**config.mk**
```make
export PLATFORM = sky130hd
export DESIGN_NAME = quad_strip_span_rasterizer_core
export DESIGN_NICKNAME = d
export VERILOG_FILES = /design/src/sv/qssr_pkg.sv /design/src/sv/qssr_div.sv /design/src/sv/qssr_front.sv /design/src/sv/qssr_back.sv /design/src/sv/quad_strip_span_rasterizer_core.sv
export VERILOG_INCLUDE_DIRS = /design/src /design/src/sv
export SDC_FILE = /design/constraint.sdc
export NUM_CORES = 2
export LEC_CHECK = 0
export BUFFER_PORTS_ARGS = -buffer_cell sky130_fd_sc_hd__clkbuf_2
export CORE_ASPECT_RATIO = 0.6
export CORE_MARGIN = 1.5
export CORE_UTILIZATION = 55
export DETAILED_ROUTE_END_ITERATION = 10
export GPL_TIMING_DRIVEN = 1
export PLACE_DENSITY = 0.86
export SLEW_MARGIN = 40
export SYNTH_ARGS = -nofsm -noshare
export SYNTH_HDL_FRONTEND = slang
export SYNTH_HIERARCHICAL = 1
export SYNTH_SLANG_ARGS = --single-unit
```
**constraint.sdc**
```tcl
create_clock -name clock -period 5.74 [get_ports clock]
set_input_delay 1.148 -clock clock [delete_from_list [all_inputs] [get_ports clock]]
set_output_delay 1.148 -clock clock [all_outputs]
set_load 0.01 [all_outputs]
```
**src/sv/quad_strip_span_rasterizer_core_macros.svh**
```systemverilog
// Assertion helpers shared by the span walker.
`ifndef QUAD_STRIP_SPAN_RASTERIZER_CORE_MACROS_SVH
`define QUAD_STRIP_SPAN_RASTERIZER_CORE_MACROS_SVH

// Check a condition at every edge outside reset.
`define QSSR_ASSERT_HOLDS(label, cond, msg) \
   label: assert property (@(posedge clock) disable iff (reset) (cond)) else $error(msg);

// Check that a condition implies another on the same edge.
`define QSSR_ASSERT_IMPLY(label, ante, cons, msg) \
   label: assert property (@(posedge clock) disable iff (reset) (ante) |-> (cons)) \
      else $error(msg);

`endif

```
**src/sv/qssr_pkg.sv**
```systemverilog
package qssr_pkg;

   // request type codes on the input channel
   localparam logic [1:0] REQ_BEGIN = 2'd0;
   localparam logic [1:0] REQ_EDGE  = 2'd1;
   localparam logic [1:0] REQ_ROW   = 2'd2;

   // configuration register indexes (paddr[2])
   localparam logic CSR_SCREEN_WIDTH  = 1'b0;
   localparam logic CSR_SCREEN_HEIGHT = 1'b1;

   localparam logic [10:0] SCREEN_WIDTH_RESET  = 11'd320;
   localparam logic [10:0] SCREEN_HEIGHT_RESET = 11'd200;
   localparam logic [10:0] DIM_MIN = 11'd1;
   localparam logic [10:0] DIM_MAX = 11'd1024;

   // reciprocal numerator and its bit count
   localparam int          DIV_BITS     = 15;
   localparam logic [14:0] DIV_DIVIDEND = 15'h4000;

   localparam logic [31:0] ACC_INT_MASK = 32'hFFFF0000;
   localparam logic [15:0] LEFT_FRAC    = 16'h7FFF;
   localparam logic [15:0] RIGHT_FRAC   = 16'h8000;

   localparam int QUEUE_DEPTH = 2;

   typedef enum logic [1:0] {
      OP_BEGIN,
      OP_EDGE,
      OP_ROW,
      OP_NONE
   } op_type;

   typedef enum logic [1:0] {
      ST_IDLE,
      ST_DIV,
      ST_MUL,
      ST_FIN
   } back_state_type;

   typedef struct packed {
      op_type      op;
      logic [5:0]  bands;
      logic [15:0] right_x;
      logic [15:0] right_y;
      logic [15:0] left_x;
      logic [15:0] left_y;
      logic [7:0]  color;
   } cmd_type;

   typedef struct packed {
      logic [10:0] screen_width;
      logic [10:0] screen_height;
   } cfg_type;

   typedef struct packed {
      logic       span_valid;
      logic [9:0] span_start;
      logic [9:0] span_end;
      logic [9:0] span_row;
      logic [7:0] span_color;
      logic       band_done;
      logic       poly_done;
   } rsp_type;

endpackage

```
**src/sv/qssr_div.sv**
```systemverilog
module qssr_div (
   input  logic        clock,
   input  logic        reset,
   input  logic        start,
   input  logic [15:0] divisor,
   output logic        done,
   output logic [14:0] quotient
);

   logic [3:0]  count_ff, count_in;
   logic [15:0] rem_ff, rem_in;
   logic [14:0] quo_ff, quo_in;
   logic [15:0] div_ff, div_in;
   logic [16:0] rem_shift;
   logic        fits;

   assign rem_shift = {rem_ff, quo_ff[qssr_pkg::DIV_BITS-1]};
   assign fits      = rem_shift >= {1'b0, div_ff};

   always_comb begin
      count_in = count_ff;
      rem_in   = rem_ff;
      quo_in   = quo_ff;
      div_in   = div_ff;
      if (start) begin
         count_in = 4'(qssr_pkg::DIV_BITS);
         rem_in   = '0;
         quo_in   = qssr_pkg::DIV_DIVIDEND;
         div_in   = divisor;
      end else if (count_ff != '0) begin
         // one restoring step per cycle
         count_in = count_ff - 4'd1;
         rem_in   = fits ? 16'(rem_shift - {1'b0, div_ff}) : rem_shift[15:0];
         quo_in   = {quo_ff[13:0], fits};
      end
   end

   always_ff @(posedge clock) begin
      if (reset) begin
         count_ff <= '0;
      end else begin
         count_ff <= count_in;
      end
      rem_ff <= rem_in;
      quo_ff <= quo_in;
      div_ff <= div_in;
   end

   assign done     = (count_ff == '0);
   assign quotient = quo_ff;

endmodule

```
**src/sv/qssr_front.sv**
```systemverilog
module qssr_front #(
   parameter int MAX_VERTICES = 64
) (
   input  logic                  clock,
   input  logic                  reset,
   input  logic                  req_valid,
   output logic                  req_ready,
   input  logic [1:0]            req_type,
   input  logic [6:0]            req_vertex_count,
   input  logic signed [15:0]    req_right_x,
   input  logic signed [15:0]    req_right_y,
   input  logic signed [15:0]    req_left_x,
   input  logic signed [15:0]    req_left_y,
   input  logic [7:0]            req_fill_color,
   output logic                  cmd_valid,
   output qssr_pkg::cmd_type     cmd,
   input  logic                  cmd_pop
);

   localparam int CLOG_W = $clog2(MAX_VERTICES + 1);
   localparam int NW     = (CLOG_W > 7) ? CLOG_W : 7;

   qssr_pkg::cmd_type q_ff [qssr_pkg::QUEUE_DEPTH];
   logic              wr_ptr_ff, wr_ptr_in;
   logic              rd_ptr_ff, rd_ptr_in;
   logic [1:0]        count_ff, count_in;
   logic              push;
   qssr_pkg::cmd_type entry;
   logic [NW-1:0]     n_raw, n_clamped, n_half;

   assign req_ready = (count_ff != 2'(qssr_pkg::QUEUE_DEPTH));
   assign push      = req_valid && req_ready;

   // classify the request and work out the band count for begin items
   always_comb begin
      n_raw     = NW'(req_vertex_count);
      n_clamped = (n_raw > NW'(MAX_VERTICES)) ? NW'(MAX_VERTICES) : n_raw;
      n_half    = n_clamped >> 1;
      entry.bands   = (n_half >= NW'(2)) ? 6'(n_half - NW'(1)) : 6'd0;
      entry.right_x = req_right_x;
      entry.right_y = req_right_y;
      entry.left_x  = req_left_x;
      entry.left_y  = req_left_y;
      entry.color   = req_fill_color;
      unique case (req_type)
         qssr_pkg::REQ_BEGIN: entry.op = qssr_pkg::OP_BEGIN;
         qssr_pkg::REQ_EDGE:  entry.op = qssr_pkg::OP_EDGE;
         qssr_pkg::REQ_ROW:   entry.op = qssr_pkg::OP_ROW;
         default:             entry.op = qssr_pkg::OP_NONE;
      endcase
   end

   always_comb begin
      wr_ptr_in = wr_ptr_ff;
      rd_ptr_in = rd_ptr_ff;
      count_in  = count_ff;
      if (push) begin
         wr_ptr_in = wr_ptr_ff + 1'b1;
      end
      if (cmd_pop) begin
         rd_ptr_in = rd_ptr_ff + 1'b1;
      end
      if (push && !cmd_pop) begin
         count_in = count_ff + 2'd1;
      end else if (!push && cmd_pop) begin
         count_in = count_ff - 2'd1;
      end
   end

   always_ff @(posedge clock) begin
      if (reset) begin
         wr_ptr_ff <= 1'b0;
         rd_ptr_ff <= 1'b0;
         count_ff  <= '0;
      end else begin
         wr_ptr_ff <= wr_ptr_in;
         rd_ptr_ff <= rd_ptr_in;
         count_ff  <= count_in;
      end
      if (push) begin
         q_ff[wr_ptr_ff] <= entry;
      end
   end

   assign cmd_valid = (count_ff != '0);
   assign cmd       = q_ff[rd_ptr_ff];

endmodule

```
**src/sv/qssr_back.sv**
```systemverilog
module qssr_back (
   input  logic              clock,
   input  logic              reset,
   input  qssr_pkg::cfg_type cfg,
   input  logic              cmd_valid,
   input  qssr_pkg::cmd_type cmd,
   output logic              cmd_pop,
   output logic              rsp_valid,
   input  logic              rsp_ready,
   output qssr_pkg::rsp_type rsp
);

   qssr_pkg::back_state_type state_ff, state_in;

   logic [31:0] left_acc_ff, left_acc_in, right_acc_ff, right_acc_in;
   logic [31:0] left_step_ff, left_step_in, right_step_ff, right_step_in;
   logic [15:0] rows_left_ff, rows_left_in, current_row_ff, current_row_in;
   logic [5:0]  bands_left_ff, bands_left_in;
   logic [15:0] prev_lx_ff, prev_lx_in, prev_ly_ff, prev_ly_in;
   logic [15:0] prev_rx_ff, prev_rx_in, prev_ry_ff, prev_ry_in;
   logic [7:0]  held_color_ff, held_color_in;
   logic        finished_ff, finished_in;
   logic [16:0] dx_l_ff, dx_l_in, dx_r_ff, dx_r_in;
   logic        rsp_valid_ff, rsp_valid_in;
   qssr_pkg::rsp_type rsp_ff, rsp_in;

   logic        out_free, edge_active, div_start, rsp_load;
   logic [15:0] dy_l, dy_r, divisor_l, divisor_r;
   logic        div_done_l, div_done_r;
   logic [14:0] quo_l, quo_r;
   logic signed [32:0] prod_l, prod_r;
   logic [10:0] w, h;
   logic [15:0] a, b, row_next;
   logic        a_lt_w, b_ge_w;
   logic [9:0]  a_c, b_c;

   assign out_free    = !rsp_valid_ff || rsp_ready;
   assign edge_active = (cmd.op == qssr_pkg::OP_EDGE) && !finished_ff && (rows_left_ff == '0);
   assign dy_l        = cmd.left_y - prev_ly_ff;
   assign dy_r        = cmd.right_y - prev_ry_ff;
   assign divisor_l   = (dy_l <= 16'd1) ? 16'd1 : dy_l;
   assign divisor_r   = (dy_r <= 16'd1) ? 16'd1 : dy_r;
   assign div_start   = (state_ff == qssr_pkg::ST_IDLE) && cmd_valid && edge_active;

   qssr_div u_div_l (
      .clock    (clock),
      .reset    (reset),
      .start    (div_start),
      .divisor  (divisor_l),
      .done     (div_done_l),
      .quotient (quo_l)
   );

   qssr_div u_div_r (
      .clock    (clock),
      .reset    (reset),
      .start    (div_start),
      .divisor  (divisor_r),
      .done     (div_done_r),
      .quotient (quo_r)
   );

   assign prod_l = $signed(dx_l_ff) * $signed({1'b0, quo_l});
   assign prod_r = $signed(dx_r_ff) * $signed({1'b0, quo_r});

   // screen size clamped to the legal range
   assign w = (cfg.screen_width == '0) ? qssr_pkg::DIM_MIN :
              (cfg.screen_width > qssr_pkg::DIM_MAX) ? qssr_pkg::DIM_MAX : cfg.screen_width;
   assign h = (cfg.screen_height == '0) ? qssr_pkg::DIM_MIN :
              (cfg.screen_height > qssr_pkg::DIM_MAX) ? qssr_pkg::DIM_MAX : cfg.screen_height;

   assign a        = left_acc_ff[31:16];
   assign b        = right_acc_ff[31:16];
   assign a_lt_w   = $signed({a[15], a}) < $signed({6'b0, w});
   assign b_ge_w   = $signed({b[15], b}) >= $signed({6'b0, w});
   assign a_c      = a[15] ? 10'd0 : a[9:0];
   assign b_c      = b_ge_w ? 10'(w - 11'd1) : b[9:0];
   assign row_next = current_row_ff + 16'd1;

   always_comb begin
      state_in = state_ff;
      unique case (state_ff)
         qssr_pkg::ST_IDLE: if (cmd_valid && edge_active) state_in = qssr_pkg::ST_DIV;
         qssr_pkg::ST_DIV:  if (div_done_l && div_done_r) state_in = qssr_pkg::ST_MUL;
         qssr_pkg::ST_MUL:  state_in = qssr_pkg::ST_FIN;
         qssr_pkg::ST_FIN:  if (out_free) state_in = qssr_pkg::ST_IDLE;
      endcase
   end

   always_comb begin
      left_acc_in    = left_acc_ff;
      right_acc_in   = right_acc_ff;
      left_step_in   = left_step_ff;
      right_step_in  = right_step_ff;
      rows_left_in   = rows_left_ff;
      current_row_in = current_row_ff;
      bands_left_in  = bands_left_ff;
      prev_lx_in     = prev_lx_ff;
      prev_ly_in     = prev_ly_ff;
      prev_rx_in     = prev_rx_ff;
      prev_ry_in     = prev_ry_ff;
      held_color_in  = held_color_ff;
      finished_in    = finished_ff;
      dx_l_in        = dx_l_ff;
      dx_r_in        = dx_r_ff;
      cmd_pop        = 1'b0;
      rsp_load       = 1'b0;
      rsp_in         = '0;

      unique case (state_ff)
         qssr_pkg::ST_IDLE: begin
            if (cmd_valid && edge_active) begin
               cmd_pop       = 1'b1;
               dx_l_in       = 17'($signed(cmd.left_x) - $signed(prev_lx_ff));
               dx_r_in       = 17'($signed(cmd.right_x) - $signed(prev_rx_ff));
               prev_lx_in    = cmd.left_x;
               prev_ly_in    = cmd.left_y;
               prev_rx_in    = cmd.right_x;
               prev_ry_in    = cmd.right_y;
               bands_left_in = bands_left_ff - 6'd1;
               left_acc_in   = (left_acc_ff & qssr_pkg::ACC_INT_MASK) |
                               {16'h0, qssr_pkg::LEFT_FRAC};
               right_acc_in  = (right_acc_ff & qssr_pkg::ACC_INT_MASK) |
                               {16'h0, qssr_pkg::RIGHT_FRAC};
               // hold the band height here; zero means an empty band
               rows_left_in  = dy_r;
            end else if (cmd_valid && out_free) begin
               cmd_pop  = 1'b1;
               rsp_load = 1'b1;
               case (cmd.op)
                  qssr_pkg::OP_BEGIN: begin
                     bands_left_in  = cmd.bands;
                     held_color_in  = cmd.color;
                     prev_rx_in     = cmd.right_x;
                     prev_ry_in     = cmd.right_y;
                     prev_lx_in     = cmd.left_x;
                     prev_ly_in     = cmd.left_y;
                     current_row_in = ($signed(cmd.right_y) < $signed(cmd.left_y)) ?
                                      cmd.right_y : cmd.left_y;
                     left_acc_in    = {cmd.left_x, 16'h0};
                     right_acc_in   = {cmd.right_x, 16'h0};
                     left_step_in   = '0;
                     right_step_in  = '0;
                     rows_left_in   = '0;
                     finished_in    = (cmd.bands == '0);
                  end
                  qssr_pkg::OP_ROW: begin
                     if (!finished_ff && rows_left_ff != '0) begin
                        if (!current_row_ff[15] && a_lt_w && !b[15]) begin
                           rsp_in.span_valid = 1'b1;
                           rsp_in.span_start = (a_c < b_c) ? a_c : b_c;
                           rsp_in.span_end   = (a_c < b_c) ? b_c : a_c;
                           rsp_in.span_row   = current_row_ff[9:0];
                        end
                        left_acc_in    = left_acc_ff + left_step_ff;
                        right_acc_in   = right_acc_ff + right_step_ff;
                        current_row_in = row_next;
                        rows_left_in   = rows_left_ff - 16'd1;
                        if ($signed({row_next[15], row_next}) >= $signed({6'b0, h})) begin
                           finished_in  = 1'b1;
                           rows_left_in = '0;
                        end else if (rows_left_ff == 16'd1 && bands_left_ff == '0) begin
                           finished_in = 1'b1;
                        end
                     end
                  end
                  default: begin
                     // ignored edge or unused code: status only
                  end
               endcase
            end
         end
         qssr_pkg::ST_DIV: begin
         end
         qssr_pkg::ST_MUL: begin
            left_step_in  = {prod_l[29:0], 2'b00};
            right_step_in = {prod_r[29:0], 2'b00};
         end
         qssr_pkg::ST_FIN: begin
            if (out_free) begin
               rsp_load = 1'b1;
               if (rows_left_ff == '0) begin
                  left_acc_in  = left_acc_ff + left_step_ff;
                  right_acc_in = right_acc_ff + right_step_ff;
                  if (bands_left_ff == '0) begin
                     finished_in = 1'b1;
                  end
               end
            end
         end
      endcase

      rsp_in.span_color = held_color_in;
      rsp_in.band_done  = (rows_left_in == '0);
      rsp_in.poly_done  = finished_in;
      rsp_valid_in      = rsp_load || (rsp_valid_ff && !rsp_ready);
   end

   always_ff @(posedge clock) begin
      if (reset) begin
         state_ff      <= qssr_pkg::ST_IDLE;
         rows_left_ff  <= '0;
         bands_left_ff <= '0;
         held_color_ff <= '0;
         finished_ff   <= 1'b1;
         rsp_valid_ff  <= 1'b0;
      end else begin
         state_ff      <= state_in;
         rows_left_ff  <= rows_left_in;
         bands_left_ff <= bands_left_in;
         held_color_ff <= held_color_in;
         finished_ff   <= finished_in;
         rsp_valid_ff  <= rsp_valid_in;
      end
      left_acc_ff    <= left_acc_in;
      right_acc_ff   <= right_acc_in;
      left_step_ff   <= left_step_in;
      right_step_ff  <= right_step_in;
      current_row_ff <= current_row_in;
      prev_lx_ff     <= prev_lx_in;
      prev_ly_ff     <= prev_ly_in;
      prev_rx_ff     <= prev_rx_in;
      prev_ry_ff     <= prev_ry_in;
      dx_l_ff        <= dx_l_in;
      dx_r_ff        <= dx_r_in;
      if (rsp_load) begin
         rsp_ff <= rsp_in;
      end
   end

   assign rsp_valid = rsp_valid_ff;
   assign rsp       = rsp_ff;

endmodule

```
**src/sv/quad_strip_span_rasterizer_core.sv**
```systemverilog
// Quad-strip span walker. Begin, row and ignored items are handled in the idle state of the
// back end; an edge item that opens a band starts the two 15-step reciprocal dividers
// (0x4000 / dy) that run side by side, waits while they run, then passes through one
// multiply state and one finish state.
// A two-entry queue sits between the request decoder and the walker, and a result register
// holds each reply, so requests keep flowing while a result waits to be taken. Every item
// gives exactly one result. Screen width and height sit at byte addresses 0 and 4.
`include "quad_strip_span_rasterizer_core_macros.svh"

module quad_strip_span_rasterizer_core #(
   parameter int MAX_VERTICES = 64
) (
   input  logic               clock,
   input  logic               reset,
   input  logic               req_valid,
   output logic               req_ready,
   input  logic [1:0]         req_type,
   input  logic [6:0]         req_vertex_count,
   input  logic signed [15:0] req_right_x,
   input  logic signed [15:0] req_right_y,
   input  logic signed [15:0] req_left_x,
   input  logic signed [15:0] req_left_y,
   input  logic [7:0]         req_fill_color,
   output logic               rsp_valid,
   input  logic               rsp_ready,
   output logic               rsp_span_valid,
   output logic [9:0]         rsp_span_start,
   output logic [9:0]         rsp_span_end,
   output logic [9:0]         rsp_span_row,
   output logic [7:0]         rsp_span_color,
   output logic               rsp_band_done,
   output logic               rsp_poly_done,
   input  logic               psel,
   input  logic               penable,
   input  logic               pwrite,
   input  logic [2:0]         paddr,
   input  logic [31:0]        pwdata,
   output logic [31:0]        prdata,
   output logic               pready
);

   logic [10:0]       screen_width_ff, screen_width_in;
   logic [10:0]       screen_height_ff, screen_height_in;
   logic              csr_write;
   qssr_pkg::cfg_type cfg;
   qssr_pkg::cmd_type cmd;
   qssr_pkg::rsp_type rsp;
   logic              cmd_valid, cmd_pop;

   assign pready    = 1'b1;
   assign csr_write = psel && penable && pwrite;

   always_comb begin
      screen_width_in  = screen_width_ff;
      screen_height_in = screen_height_ff;
      if (csr_write) begin
         unique case (paddr[2])
            qssr_pkg::CSR_SCREEN_WIDTH:  screen_width_in  = pwdata[10:0];
            qssr_pkg::CSR_SCREEN_HEIGHT: screen_height_in = pwdata[10:0];
         endcase
      end
   end

   always_comb begin
      unique case (paddr[2])
         qssr_pkg::CSR_SCREEN_WIDTH:  prdata = {21'b0, screen_width_ff};
         qssr_pkg::CSR_SCREEN_HEIGHT: prdata = {21'b0, screen_height_ff};
      endcase
   end

   always_ff @(posedge clock) begin
      if (reset) begin
         screen_width_ff  <= qssr_pkg::SCREEN_WIDTH_RESET;
         screen_height_ff <= qssr_pkg::SCREEN_HEIGHT_RESET;
      end else begin
         screen_width_ff  <= screen_width_in;
         screen_height_ff <= screen_height_in;
      end
   end

   assign cfg.screen_width  = screen_width_ff;
   assign cfg.screen_height = screen_height_ff;

   qssr_front #(
      .MAX_VERTICES (MAX_VERTICES)
   ) u_front (
      .clock            (clock),
      .reset            (reset),
      .req_valid        (req_valid),
      .req_ready        (req_ready),
      .req_type         (req_type),
      .req_vertex_count (req_vertex_count),
      .req_right_x      (req_right_x),
      .req_right_y      (req_right_y),
      .req_left_x       (req_left_x),
      .req_left_y       (req_left_y),
      .req_fill_color   (req_fill_color),
      .cmd_valid        (cmd_valid),
      .cmd              (cmd),
      .cmd_pop          (cmd_pop)
   );

   qssr_back u_back (
      .clock     (clock),
      .reset     (reset),
      .cfg       (cfg),
      .cmd_valid (cmd_valid),
      .cmd       (cmd),
      .cmd_pop   (cmd_pop),
      .rsp_valid (rsp_valid),
      .rsp_ready (rsp_ready),
      .rsp       (rsp)
   );

   assign rsp_span_valid = rsp.span_valid;
   assign rsp_span_start = rsp.span_start;
   assign rsp_span_end   = rsp.span_end;
   assign rsp_span_row   = rsp.span_row;
   assign rsp_span_color = rsp.span_color;
   assign rsp_band_done  = rsp.band_done;
   assign rsp_poly_done  = rsp.poly_done;

   `QSSR_ASSERT_IMPLY(a_span_ordered, rsp_valid && rsp_span_valid, rsp_span_start <= rsp_span_end, "span start above span end")
   `QSSR_ASSERT_IMPLY(a_no_span_zero, rsp_valid && !rsp_span_valid, rsp_span_start == 10'd0 && rsp_span_end == 10'd0 && rsp_span_row == 10'd0, "empty result carries span data")
   `QSSR_ASSERT_IMPLY(a_reset_empty, $past(reset), !rsp_valid, "result pending right after reset")

endmodule

```
== Word level (Yosys, flattened, before mapping) ==
Memory sizes are Yosys's and may differ from the RTL's. A register that Yosys moved wholly into a read port is not among the register bits.
Cells that the tools add are included.

* Register bits: 445
* Bits in writable memories: 160
* Output and inout port bits: 76
* Logic and storage cells: 255
* Memories: 1

* Add/sub/neg operators: 19
* Multiply operators: 2
* Magnitude comparators: 13
* Equality and inequality tests: 22
* Multiplexer cells: 92
* Bitwise gates (word level): 7
* Reductions and logical operators: 60

{| class="wikitable"
|+ Memories
! name !! words !! width !! rd ports !! clocked after Yosys merged registers in !! wr ports !! line !! RTL
|-
| u_front.q_ff || 2 || 80 || 1 || 1 || 1 || qssr_front.sv:23 || <nowiki>qssr_pkg::cmd_type q_ff [qssr_pkg::QUEUE_DEPTH];</nowiki>
|}

{| class="wikitable"
|+ Operator list
! operator !! number
|-
| $pmux 32 s2 || 7
|-
| $mux 32 || 13
|-
| $mux 16 || 21
|-
| $add 32x32->32 || 2
|-
| $pmux 16 s2 || 2
|-
| $sub 16x16->16 || 4
|-
| $mul 17x16->30 || 2
|-
| $mux 11 || 4
|-
| $mux 10 || 4
|-
| $ge 17x16->1 || 2
|-
| $sub 16x16->17 || 2
|-
| $ge 16x12->1 || 2
|-
| $le 16x1->1 const B || 2
|-
| $logic_not 16->1 || 2
|-
| $mux 8 || 4
|-
| $mux 31 || 1
|-
| $mux 6 || 4
|-
| $gt 11x11->1 const B || 2
|-
| $logic_not 11->1 || 2
|-
| $reduce_bool 2->1 || 9
|-
| $logic_and 1x1->1 || 17
|-
| $mux 1 || 17
|-
| $add 16x1->16 const B || 1
|-
| $eq 16x1->1 const B || 1
|-
| other kinds (40) || 88
|}

== Depth between registers and ports, before layout ==
* Word-level depth: 11
* Depth in mapped cells: 26
* Mapped depth without buffers: 25

== Hierarchy ==
Netlist, hierarchy kept.

{| class="wikitable"
|+ Modules (own cells, without submodules)
! module !! times used !! cells an instance !! area an instance (um^2) !! sequential area each (um^2)
|-
| qssr_back || 1 || 3,969 || 37,930.1 || 8,938.6
|-
| qssr_front || 1 || 298 || 6,135.9 || 4,904.7
|-
| qssr_div (u_back.u_div_l) || 1 || 322 || 2,832.7 || 1,181.1
|-
| qssr_div (u_back.u_div_r) || 1 || 309 || 2,761.4 || 1,181.1
|-
| quad_strip_span_rasterizer_core || 1 || 126 || 1,234.9 || 440.4
|}

== Worst setup path before layout ==
No wires, ideal clock.

* Path kind: register -> register
* Start point: reg u_back.dx_l_ff[16]
* End point: reg u_back.left_step_ff[31] (data pin)
* Library setup time: 266 ps
* Arrival time: 6,049 ps
* Required time: 5,474 ps
* Setup slack: -575 ps
* Stages on the path, launching flop included: 24
* Buffers on the path: 1
* Period minus slack after synthesis: 6,315 ps
* Cells stage by stage: edfxtp_1 > clkbuf_1 > nand2_1 > inv_1 > fa_1 > inv_1 > fa_1 > inv_1 > fa_1 > fa_1 > fa_1 > inv_1 > fa_1 > inv_1 > ha_1 > a21o_1 > a21o_1 > a21o_1 > a21oi_1 > a211oi_1 > a2111oi_0 > o21ai_0 > xnor2_1 > nor2_1

* Cells in the longest elaborated chain, start to end: 2

{| class="wikitable"
|+ RTL lines
! element !! line !! RTL
|-
| from (decl) || qssr_back.sv:23 || <nowiki>logic [16:0] dx_l_ff, dx_l_in, dx_r_ff, dx_r_in;</nowiki>
|-
| from (signal assigned) || qssr_back.sv:224 || <nowiki>dx_l_ff <= dx_l_in;</nowiki>
|-
| $mul 17x16->30 || qssr_back.sv:63 || <nowiki>assign prod_l = $signed(dx_l_ff) * $signed({1'b0, quo_l});</nowiki>
|-
| $pmux 32 s2 || qssr_back.sv:110 || <nowiki>unique case (state_ff)</nowiki>
|-
| to (signal assigned) || qssr_back.sv:217 || <nowiki>left_step_ff <= left_step_in;</nowiki>
|-
| to (decl) || qssr_back.sv:16 || <nowiki>logic [31:0] left_step_ff, left_step_in, right_step_ff, right_step_in;</nowiki>
|}

No other way between the ends.
A chain may end at the register's enable or synchronous reset.

== Worst setup path in the final report ==
* Start point: reg u_back.dx_l_ff[9]
* End point: reg u_back.left_step_ff[28] (data pin)

The elaborated chain is that of the path after synthesis.

==> impl_metrics.yaml <==
status:
  run_status: "finished, violations left"
  violations: "setup timing"
clock_network:
  cts_inserted_buffers: 58
  cts-root-buf: "sky130_fd_sc_hd__clkbuf_16"
  cts_max_path_buffers: 3
  tritoncts: "done"
  post_cts_hold_buffer_count: 0
  cts.sinks: 598
  worstSkewPairLatency_ns: 0.70
  path_clk_slew_ns: 0.07
  htree_levels: 2
routing:
  drt-initial-drc-count: 4755
  avgRoutedWirePerCell_um: 21.4
  overall_routed_net_length_um: 143000
  drt_pre_antenna_iters: 9
  drc_errors: 0
  routed-via-count: 40281
  vias_per_cell: 6.00
  final_ant_viol_nets: 0
cells_and_area:
  layout.nets: 6414
  drive_above_1_share_pct: 17.6
  area.growth.synth_to_final_pct: 15.1
  n_antenna_cell: 0
  instances_no_fill: 6709
synth:
  netlist-cell-type-count: 105
  yosys.cell_count.top_type: "sky130_fd_sc_hd__inv_1"
  yosys_warn_count: 6
  post_synthesis_mean_instance_area_um2: 10.1
  synth.top_cells.by_area: "sky130_fd_sc_hd__edfxtp_1 (28%), sky130_fd_sc_hd__fa_1 (19%), sky130_fd_sc_hd__ha_1 (9.3%), sky130_fd_sc_hd__inv_1 (5.3%), sky130_fd_sc_hd__dfxtp_1 (5.2%)"
  count_of_state_elements_after_synthesis: 598
  number_of_enable_type_register_cells_in_the_synthesized_netlist: 467
  synth_seq_area_share_pct: 32.7
  async_reset_ff_share_pct: 0
  synth.top_cell.area_share_pct: 27.6
  postSynthCellCount: 5024
  synthesis.area_um2: 50900
  synth_area_leader_cell: "sky130_fd_sc_hd__edfxtp_1"
  dominantRegCellSynth: "sky130_fd_sc_hd__edfxtp_1"
  yosys-top-cells-count: "sky130_fd_sc_hd__inv_1 (723), sky130_fd_sc_hd__nand2_1 (495), sky130_fd_sc_hd__fa_1 (486)"
place:
  post-place-cells: 6548
  routabilityCongestion: 0.961
  dp_hpwl_um: 104000
  number_of_buffer_cells_added_on_primary_ports: 152
timing:
  hold_viol: 0
  timing.final.setup_violations: 24
  worstMarginPinSlew_ns: 0.929
  final.min_clock_period_ns: 6.21
  timing.max_slew.rel_slack_pct: 37.9
  final.period_utilization_pct: 108
  timing.final.max_slew_violations: 0
  grt_setup_unrepaired: "true"
  clock.fmax_ghz: 0.161
  post-route-worst-setup-slack_ns: -0.469
  clock_skew_ns: 0.0613
worst_setup_path:
  timing.rr.start: "u_back/dx_l_ff[9]"
  timing.critical_path.slowest_stage_cell: "sky130_fd_sc_hd__fa_1"
  cp_data_arrival_time_ns: 6.58
  start_kind: "flip-flop"
  criticalPathCategory: "reg2reg"
  worst-endpoint-required_ns: 6.11
  crit_family: "adder cells"
  cp.buffers_inverters: 7
  worstPathMaxFanout: 8
  worst_setup_path_startpoint: "u_back/dx_l_ff[9]"
  critical_path.endpoint_type: "flip-flop"
  timing.critical_path.cells: "buf_4 > buf_6 > buf_12 > nand2_1 > fa_1 > fa_1 > inv_1 > fa_1 > fa_2 > fa_1 > inv_1 > fa_1 > inv_1 > ha_4 > a21o_1 > a21o_1 > a221o_1 > a211oi_2 > buf_4 > xor2_1 > nor2_1"
  timing.critical_path.mode_cell: "sky130_fd_sc_hd__fa_1"
  max_stage_delay_ns: 0.57
die:
  rows: 86
  design.die.area_um2: 94400
  die_height_um: 239
  initial_standard_cell_utilization_of_the_core_pct: 55.4
  std_cell_core_area_um2: 91800
  die_width_um: 396
  design.portCount: 199
job:
  maxCapViolCount: 0
global_routing:
  overflow: 0
  globalRouteTotalUtil_pct: 29.4
  antenna_found_initial: 2
  maximum_number_of_pins_on_one_net_before_global_route_repair: 93
  vias_in_the_first_global_route: 40297
  global_route_wire_length_before_repair_um: 220000
hold_path:
  source_of_the_worst_hold_timing_path: "u_back/u_div_l/rem_ff[14]"
  hp-class: "reg2reg"
-- routing by layer --
| metal | track usage, % | part of all wire [%] |
|---|---|---|
| met1 | 40.6 | 39 |
| met2 | 43.9 | 43 |
| met3 | 8.57 | 13 |
| met5 | 0 | 0.012 |
| met4 | 11.4 | 4.6 |
-- cells in the final DEF (no fill, tap or decap), types with 38 or more instances in the layout --
master,synthesis,routed
sky130_fd_sc_hd__a21o_1,77,77
sky130_fd_sc_hd__a21oi_1,215,195
sky130_fd_sc_hd__and2_1,284,272
sky130_fd_sc_hd__and3_1,40,38
sky130_fd_sc_hd__buf_4,23,303
sky130_fd_sc_hd__clkbuf_16,0,60
sky130_fd_sc_hd__clkbuf_2,0,151
sky130_fd_sc_hd__dfxtp_1,131,115
sky130_fd_sc_hd__edfxtp_1,467,467
sky130_fd_sc_hd__fa_1,486,457
sky130_fd_sc_hd__ha_1,377,350
sky130_fd_sc_hd__inv_1,723,692
sky130_fd_sc_hd__mux2_2,96,96
sky130_fd_sc_hd__mux2i_1,67,65
sky130_fd_sc_hd__nand2_1,495,486
sky130_fd_sc_hd__nand2b_1,66,65
sky130_fd_sc_hd__nand3_1,61,61
sky130_fd_sc_hd__nor2_1,274,268
sky130_fd_sc_hd__nor2b_1,61,56
sky130_fd_sc_hd__nor3_1,66,61
sky130_fd_sc_hd__o21ai_0,175,161
sky130_fd_sc_hd__xnor2_1,145,142
sky130_fd_sc_hd__xor2_1,82,81
-- cell families (layout without fill, tap and decap cells) --
logic type	Yosys count	count (layout)	share of synthesized area (%)
buf+inv	913	1346	7.00
compound gates	749	749	9.63
flops	598	598	32.7
other cells	2	22	0.0148
xor+xnor	228	228	3.94
mux	172	172	3.64
simple gates	1499	1499	14.7
fa+ha+maj	863	863	28.4
-- stage by stage --
step                      TNS, ns  setup WS, ns  hold slack (ns)  utilization [%]  cell area [µm²]
after detailed placement    -8.51        -0.562            0.471             60.1            55200
after global routing       -10.94        -0.644            0.519             63.8            58600
after global placement      -4.77        -0.402            0.464             60.0            55100
final                       -7.05        -0.469            0.481             63.8            58600
after floorplan                 0       0.00408            0.441                -            51200
after CTS                   -3.86        -0.286            0.482             63.2            58000
-- tightest hold or removal path, cell delays in order, from the launching register on --
cell and delay (ns):
sky130_fd_sc_hd__dfxtp_1 0.32, sky130_fd_sc_hd__nand2_1 0.06, sky130_fd_sc_hd__a21oi_1 0.05
-- path summary, 6_finish.rpt --
| kind | end | slack [ns] | cells after the start |
|---|---|---|---|
| setup / recovery | u_back/left_step_ff[28] | -0.47 | 21 |
| hold / removal | u_back/u_div_l/rem_ff[14] | 0.48 | 2 |
| setup reg to reg | u_back/left_step_ff[28] | -0.47 | 21 |
| hold reg to reg | u_back/u_div_l/rem_ff[14] | 0.48 | 2 |
-- sequential cells by signal (all words and copies together) (netlist names), 8 cells and up, named ones only --
signal,count
u_back/right_acc_ff,30
u_back/prev_lx_ff,16
u_back/dx_r_ff,17
u_back/rsp,41
u_back/u_div_l/div_ff,16
u_back/current_row_ff,16
screen_height_ff,11
screen_width_ff,11
u_back/prev_ry_ff,16
u_back/u_div_l/quotient,15
u_back/held_color_ff,8
u_back/left_step_ff,30
u_back/u_div_l/rem_ff,16
u_back/left_acc_ff,30
u_front/q_ff,160
u_back/u_div_r/rem_ff,16
u_back/right_step_ff,30
u_back/prev_rx_ff,16
u_back/dx_l_ff,17
u_back/rows_left_ff,16
u_back/u_div_r/quotient,15
u_back/u_div_r/div_ff,16
u_back/prev_ly_ff,16
-- layout make-up --
class	count	area, µm²
fillers	6366	33200
multi-input cells	3533	31700
flip-flops and latches	598	16700
repair buffers	510	3850
inverters	727	2740
well taps	1232	1540
clock buffers	68	1530
clock inverters	41	512
-- timing repair --
action                     4_1_cts  5_1_grt
resized for setup              128      118
pin swaps                       69      124
buffers inserted                34       21
gates cloned                     1        1
setup endpoints to repair       28       50
Power is left out: the tool's default activity adds up to more than one toggle a clock period on the data nets, which glitch-free logic cannot reach.
